===== src/hw/rtl/dmlr_pkg.sv =====
package dmlr_pkg;

  localparam int RAW_W   = 32;
  localparam int MONO_W  = 32;
  localparam int PCM_W   = 16;
  localparam int NUM_CH  = 8;
  localparam int CNT_W   = 4;
  localparam int FMT_W   = 3;
  localparam int STEP_W  = 30;
  localparam int CFG_IDX_W = 2;

  localparam logic [FMT_W-1:0] FMT_U8  = 3'd0;
  localparam logic [FMT_W-1:0] FMT_S16 = 3'd1;
  localparam logic [FMT_W-1:0] FMT_S24 = 3'd2;
  localparam logic [FMT_W-1:0] FMT_S32 = 3'd3;
  localparam logic [FMT_W-1:0] FMT_F32 = 3'd4;

  localparam logic [CFG_IDX_W-1:0] REG_CHANNEL_COUNT = 2'd0;
  localparam logic [CFG_IDX_W-1:0] REG_SAMPLE_FORMAT = 2'd1;
  localparam logic [CFG_IDX_W-1:0] REG_STEP_RATIO    = 2'd2;

  // Q2.29 full scale
  localparam int Q_FRAC = 29;
  localparam logic [15:0] PCM_SCALE = 16'd32767;

  typedef logic signed [MONO_W-1:0] mono_t;

endpackage


===== src/hw/rtl/dmlr_lane.sv =====
module dmlr_lane (
  input  logic                        clk,
  input  logic                        load,
  input  logic                        en,
  input  logic [dmlr_pkg::FMT_W-1:0]  fmt,
  input  logic [dmlr_pkg::RAW_W-1:0]  raw,
  output dmlr_pkg::mono_t             val_r
);
  import dmlr_pkg::*;

  logic [8:0]  u8v;
  logic [7:0]  e;
  logic [7:0]  sh;
  logic [32:0] sig;
  logic [32:0] mag;
  logic [31:0] m32;
  logic        nan;
  mono_t       fval;
  mono_t       val_nxt;

  always_comb begin
    e   = raw[30:23];
    sig = {9'b0, 1'b1, raw[22:0]};
    nan = 1'b0;
    mag = '0;
    sh  = '0;
    if (e == 8'd255) begin
      nan = (raw[22:0] != 23'd0);
      mag = 33'h1_0000_0000;
    end else if (e == 8'd0) begin
      mag = '0;
    end else if (e >= 8'd121) begin
      sh = e - 8'd121;
      if (sh > 8'd8) mag = 33'h1_0000_0000;
      else mag = sig << sh[3:0];
    end else begin
      sh = 8'd121 - e;
      if (sh >= 8'd25) mag = '0;
      else mag = (sig + (33'd1 << (sh[4:0] - 5'd1))) >> sh[4:0];
    end
    if (raw[31]) begin
      m32  = (mag > 33'h0_8000_0000) ? 32'h8000_0000 : mag[31:0];
      fval = mono_t'(~m32 + 32'd1);
    end else begin
      m32  = (mag > 33'h0_7FFF_FFFF) ? 32'h7FFF_FFFF : mag[31:0];
      fval = mono_t'(m32);
    end
    if (nan) fval = '0;
  end

  always_comb begin
    u8v = {1'b0, raw[7:0]} - 9'd128;
    case (fmt)
      FMT_U8:  val_nxt = {u8v[8], u8v, 22'b0};
      FMT_S16: val_nxt = {{2{raw[15]}}, raw[15:0], 14'b0};
      FMT_S24: val_nxt = {{2{raw[23]}}, raw[23:0], 6'b0};
      FMT_S32: val_nxt = {{2{raw[31]}}, raw[31:2]};
      FMT_F32: val_nxt = fval;
      default: val_nxt = '0;
    endcase
    if (!en) val_nxt = '0;
  end

  always_ff @(posedge clk) begin
    if (load) val_r <= val_nxt;
  end

endmodule


===== config.mk =====
export PLATFORM = sky130hd
export DESIGN_NAME = dmlr_lane
export DESIGN_NICKNAME = d
export VERILOG_FILES = /design/src/hw/rtl/dmlr_pkg.sv /design/src/hw/rtl/dmlr_lane.sv
export SDC_FILE = /design/constraint.sdc
export NUM_CORES = 1
export LEC_CHECK = 0
export BUFFER_PORTS_ARGS = -buffer_cell sky130_fd_sc_hd__buf_2
export CORE_UTILIZATION = 45
export CTS_CLUSTER_DIAMETER = 40
export DETAILED_ROUTE_END_ITERATION = 6
export SLEW_MARGIN = 20
export SYNTH_ARGS = -nofsm -noshare
export SYNTH_HDL_FRONTEND = slang
export SYNTH_SLANG_ARGS = --single-unit

===== constraint.sdc =====
create_clock -name clk -period 13.17 [get_ports clk]
set_clock_uncertainty 0.1 [all_clocks]
set_input_delay 1.9755 -clock clk [delete_from_list [all_inputs] [get_ports clk]]
set_output_delay 1.9755 -clock clk [all_outputs]
set_load 0.02 [all_outputs]

After elaboration in Yosys (flattened, before gate mapping)
Cells that the tools add are included.
- register bits: 32
- bits of input ports: 38
- output and inout port bits: 32
- logic and storage cells: 35
- add/sub/neg operators: 6
- magnitude comparators: 5
- eq/ne operators: 5
- shift operators: 3
- multiplexer cells: 11
- bitwise logic cells: 1
- reduce and logical (&&, ||, !) cells: 3
- operators by type and width (kind ; number):
    2-to-1 mux 33 bit ; 5
    one-hot mux 32 bit (5 select lines) ; 1
    2-to-1 mux 32 bit ; 4
    adder 24 x 33 -> 33 bit ; 1
    > comparator 33 x 31 -> 1 bit, second input constant ; 1
    > comparator 33 x 32 -> 1 bit, second input constant ; 1
    left shift 1 x 5 -> 33 bit, first input constant ; 1
    left shift 24 x 4 -> 33 bit ; 1
    >> shifter 33 x 5 -> 33 bit ; 1
    adder 32 x 1 -> 32 bit, second input constant ; 1
    NOT 32 bit ; 1
    nonzero test 23 bit ; 1
    subtractor 8 x 8 -> 9 bit, second input constant ; 1
    equality test 8 bit, second input constant ; 1
    greater-or-equal comparator 8 x 5 -> 1 bit, second input constant ; 1
    greater-or-equal comparator 8 x 7 -> 1 bit, second input constant ; 1
    > comparator 8 x 4 -> 1 bit, second input constant ; 1
    logical NOT 8 bit ; 1
    subtractor 7 x 8 -> 8 bit, first input constant ; 1
    subtractor 8 x 7 -> 8 bit, second input constant ; 1
    equality test 3 x 2 -> 1 bit, second input constant ; 2
    subtractor 5 x 1 -> 5 bit, second input constant ; 1
    equality test 3 x 1 -> 1 bit, second input constant ; 1
    equality test 3 bit, second input constant ; 1
    other kinds (2) ; 2

Logic depth before layout (Yosys ltp)
- word-level depth: 16
- depth in mapped cells: 33
- depth with buffers taken out: 29

Worst setup path after synthesis
Ideal clock, no wire load.
- path type: input-to-reg
- start: in raw[23] (netlist bit)
- end: reg val_r[26], data pin
- library setup time: 0.261 ns
- arrival: 9.005 ns
- setup slack: 3.805 ns
- stages on the path: 33
- buffers on the path: 6
- path through: buf_2 clkinv_1 buf_1 buf_1 clkbuf_1 ha_1 inv_1 clkbuf_1 nor3_1 ha_1 inv_1 fa_1 nand2b_1 a21o_1 a211oi_1 o31a_1 o21ai_1 xor2_1 o221a_2 a221o_1 a21oi_4 nand3_2 nor4b_4 a31o_2 buf_2 nand2_1 ha_1 and2_1 a31oi_2 nor3_2 a211o_1 a311oi_1 nor2_1
- cells in the longest elaborated chain, start to end: 16
- elaborated cells on any way between the ends: 27
- RTL lines (what ; line ; text):
    start, declared ; dmlr_lane.sv:6 ; input logic [dmlr_pkg::RAW_W-1:0] raw,
    subtractor 7 x 8 -> 8 bit ; dmlr_lane.sv:37 ; sh = 8'd121 - e;
    subtractor 5 x 1 -> 5 bit ; dmlr_lane.sv:39 ; else mag = (sig + (33'd1 << (sh[4:0] - 5'd1))) >> sh[4:0];
    left shift 1 x 5 -> 33 bit ; dmlr_lane.sv:39 ;
    adder 24 x 33 -> 33 bit ; dmlr_lane.sv:39 ;
    >> shifter 33 x 5 -> 33 bit ; dmlr_lane.sv:39 ;
    2-to-1 mux 33 bit ; dmlr_lane.sv:38 ; if (sh >= 8'd25) mag = '0;
    2-to-1 mux 33 bit ; dmlr_lane.sv:32 ; end else if (e >= 8'd121) begin
    2-to-1 mux 33 bit ; dmlr_lane.sv:30 ; end else if (e == 8'd0) begin
    2-to-1 mux 33 bit ; dmlr_lane.sv:27 ; if (e == 8'd255) begin
    > comparator 33 x 32 -> 1 bit ; dmlr_lane.sv:42 ; m32 = (mag > 33'h0_8000_0000) ? 32'h8000_0000 : mag[31:0];
    2-to-1 mux 32 bit ; dmlr_lane.sv:42 ;
    NOT 32 bit ; dmlr_lane.sv:43 ; fval = mono_t'(~m32 + 32'd1);
    adder 32 x 1 -> 32 bit ; dmlr_lane.sv:43 ;
    2-to-1 mux 32 bit ; dmlr_lane.sv:41 ; if (raw[31]) begin
    2-to-1 mux 32 bit * ; dmlr_lane.sv:48 ; if (nan) fval = '0;
    one-hot mux 32 bit (5 select lines) * ; dmlr_lane.sv:53 ; case (fmt)
    end signal, assigned ; dmlr_lane.sv:65 ; if (load) val_r <= val_nxt;
    end, declared ; dmlr_lane.sv:7 ; output dmlr_pkg::mono_t val_r
Every way passes the cells marked *; elsewhere a longest branch is shown, timed or not.
A chain may end at the register's enable or synchronous reset.

Worst setup path in the final report
- start: in raw[23] (netlist bit)
- end: reg val_r[16], data pin
The elaborated chain is that of the path after synthesis.

==> impl_metrics.yaml <==
worst_setup_path:
  worstPathArrival_ns: 10.98
  cp_max_fo: 38
  end_kind: "register"
  cpMostUsedCell: "ha_1"
  required_ns: 13.08
  start_kind: "primary input"
  cp_slowest_cell: "o32ai_1"
  cpPeakStageDelay_ns: 0.80
  criticalPathCategory: "primary input to register"
global_routing:
  grt_pass1_vias: 11300
  grt_max_degree: 55
  antenna_found_initial: 4
  grt_pass1_wl_um: 74500
  grt_use_total: 0.454
  overflow: 0
layout:
  fillers: 2196
  top_register: "val_r"
  largest_reg_flops: 32
  syn_to_final_growth_pct: 6.44
  top_regs: "val_r x32"
  layout.nets: 1478
  final_layout_size_suffix_gt1_frac: 0.136
  stdcell_count: 1684
  stdcell_area_sq_um: 10400
timing:
  maxSlewViolCount: 0
  hold_viol: 0
  setup_tns_ns: 0
  slew_headroom: 0.252
  fmax_mhz: 90.4
  rsz0062_at_grt: "false"
  finalSetupViolCount: 0
  timing.final.crit_share: 0.840
  worst_slew_pin_slew_ns: 1.11
  layout_setup_ws_ns: 2.11
  period_needed_ns: 11.06
power_and_ir_drop:
  p_clk_frac: 0.186
  pwr-share-comb: 0.646
  power_switching_mw: 0.377
  power_mw: 0.728
  peakVddDrop_v: 0.0000397
  switching_share: 0.518
  p_leak_nw: 3.76
  power.density_nw_per_um2: 69.9
  power_frac_seq: 0.168
  intPower_mw: 0.351
floorplan:
  rows: 53
  initial_core_util: 0.462
  die_w_um: 149
  core_area_sq_um: 21200
  fp.dieH_um: 149
  dieArea_sq_um: 22300
  io_pins: 70
route:
  dr.pass1.iters: 7
  avgViaCountPerCell: 7.49
  drtAntennaViolNets: 0
  drcViolationCount: 0
  via_count: 12600
  drt_iter0_markers: 1952
  routed_wirelength_um: 50800
  routedWlPerCell_um: 30.2
cts:
  cts_sinks: 32
  path_clk_slew_ns: 0.05
  cts_tree: "built"
  htreeDepth: 2
  postCtsSetupRepairBufs: 0
  cts-resized-gates: 0
  hold_buffers: 0
  cts_buffers: 5
  clockBufferDepth: 2
  clockRootBuffer: "clkbuf_16"
logic_synthesis:
  ys_types: 107
  synth_cells: 1410
  ys_seq_elements: 32
  synth-warning-count: 0
  synthTopCellsByArea: "edfxtp_1 9.8%, nand2_1 6.4%, a21oi_1 5.9%"
  netlist_area_sq_um: 9770
  synth_seq_area_share: 0.0983
  synth_top_flop_cell: "edfxtp_1"
  synthTopCellsByCount: "167 x nand2_1, 146 x nor2_1, 115 x a21oi_1"
  synthArstFlopShare: 0
  yosys.area.top_type: "edfxtp_1"
  syn_area_per_cell_sq_um: 6.93
  syn_nets: 1482
  synth-edff-count: 32
  synth_top_area_frac: 0.0983
  yosysMostFrequentCell: "nand2_1"
placement:
  dpl_cell_area_sq_um: 10200
  dpl_worst_slack_ns: 2.40
  dp.cells: 1674
  io_buffer_count: 69
  gp_congestion: 1.03
  dp.final_hpwl_um: 39500
worst_hold_path:
  min_to: "val_r[5]"
  whs_path_depth: 2
  hp-start: "raw[7]"
  hold_class: "primary input to register"
flow_run:
  maxCapViolCount: 0
status:
  status: "completed"
==> routing by layer <==
metal	GRT usage	wire, um	up-vias
met5	0	16	-
met4	0.314	4190	2
met3	0.104	6200	229
met2	0.723	22400	1024
met1	0.538	18100	5854
li1	-	-	5504
==> per-stage QoR <==
stage / util / hold WS, ns
final: 0.492 / 2.07
after global routing: 0.492 / 2.08
after CTS: 0.492 / 2.06
after detailed placement: 0.484 / 2.32
after global placement: 0.484 / 2.32
after floorplan: - / 1.99
==> layout make-up <==
cell class	instances	area [sq um]	share of cell area
diodes	2	5.00	0.000481
well taps	275	344	0.0331
clock buffers	5	125	0.0120
inverters	20	75.1	0.00722
repair buffers	92	518	0.0498
multi-input cells	1255	8330	0.801
clock inverters	3	42.5	0.00409
flip-flops and latches	32	961	0.0924
==> worst max path at each step <==
stage | start | end | slack (ns) | cells after the start
after floorplan | raw[23] | val_r[26] | 3.80 | 33
after global placement | raw[23] | val_r[20] | 2.47 | 28
after detailed placement | raw[23] | val_r[26] | 2.40 | 29
after CTS | raw[23] | val_r[26] | 2.66 | 29
after global routing | raw[25] | val_r[16] | 1.77 | 28
final | raw[23] | val_r[16] | 2.11 | 29
==> critical path, delay by kind of cell <==
kind,cells,cell delay (ns)
AOI/OAI and AO/OA,11,4.24
buffers and inverters,5,1.30
and+or+nand+nor,9,1.98
adders and majority gates,4,1.46
==> cell families after synthesis <==
kind of cell,share of synthesized area
simple gates,0.289
compound gates,0.390
buf+inv,0.0512
mux,0.0956
fa+ha+maj,0.0443
flops,0.0983
xor+xnor,0.0321
==> power groups by stage <==
stage	Sequential, mW	Clock, mW	Combinational [mW]
detailed placement	0.125	0	0.444
finish	0.122	0.135	0.470
global route	0.123	0.138	0.493
CTS	0.123	0.134	0.446
floorplan	0.135	0	0.289
global placement	0.124	0	0.448
==> cell usage in the layout, fill, tap and decap left out, types with 22 or more instances in the layout <==
cell      count
nor3_1       45
a21oi_1     115
nand2_1     167
and3_1       30
edfxtp_1     32
buf_2        69
o21ai_0     113
nand4_1      27
mux2i_1      36
mux2_2       25
nand3_1      38
ha_1         33
a31oi_1      34
o211ai_1     22
buf_4        23
nor2_1      146
a211oi_1     22
No activity file was read; power rests on OpenSTA's default activity.
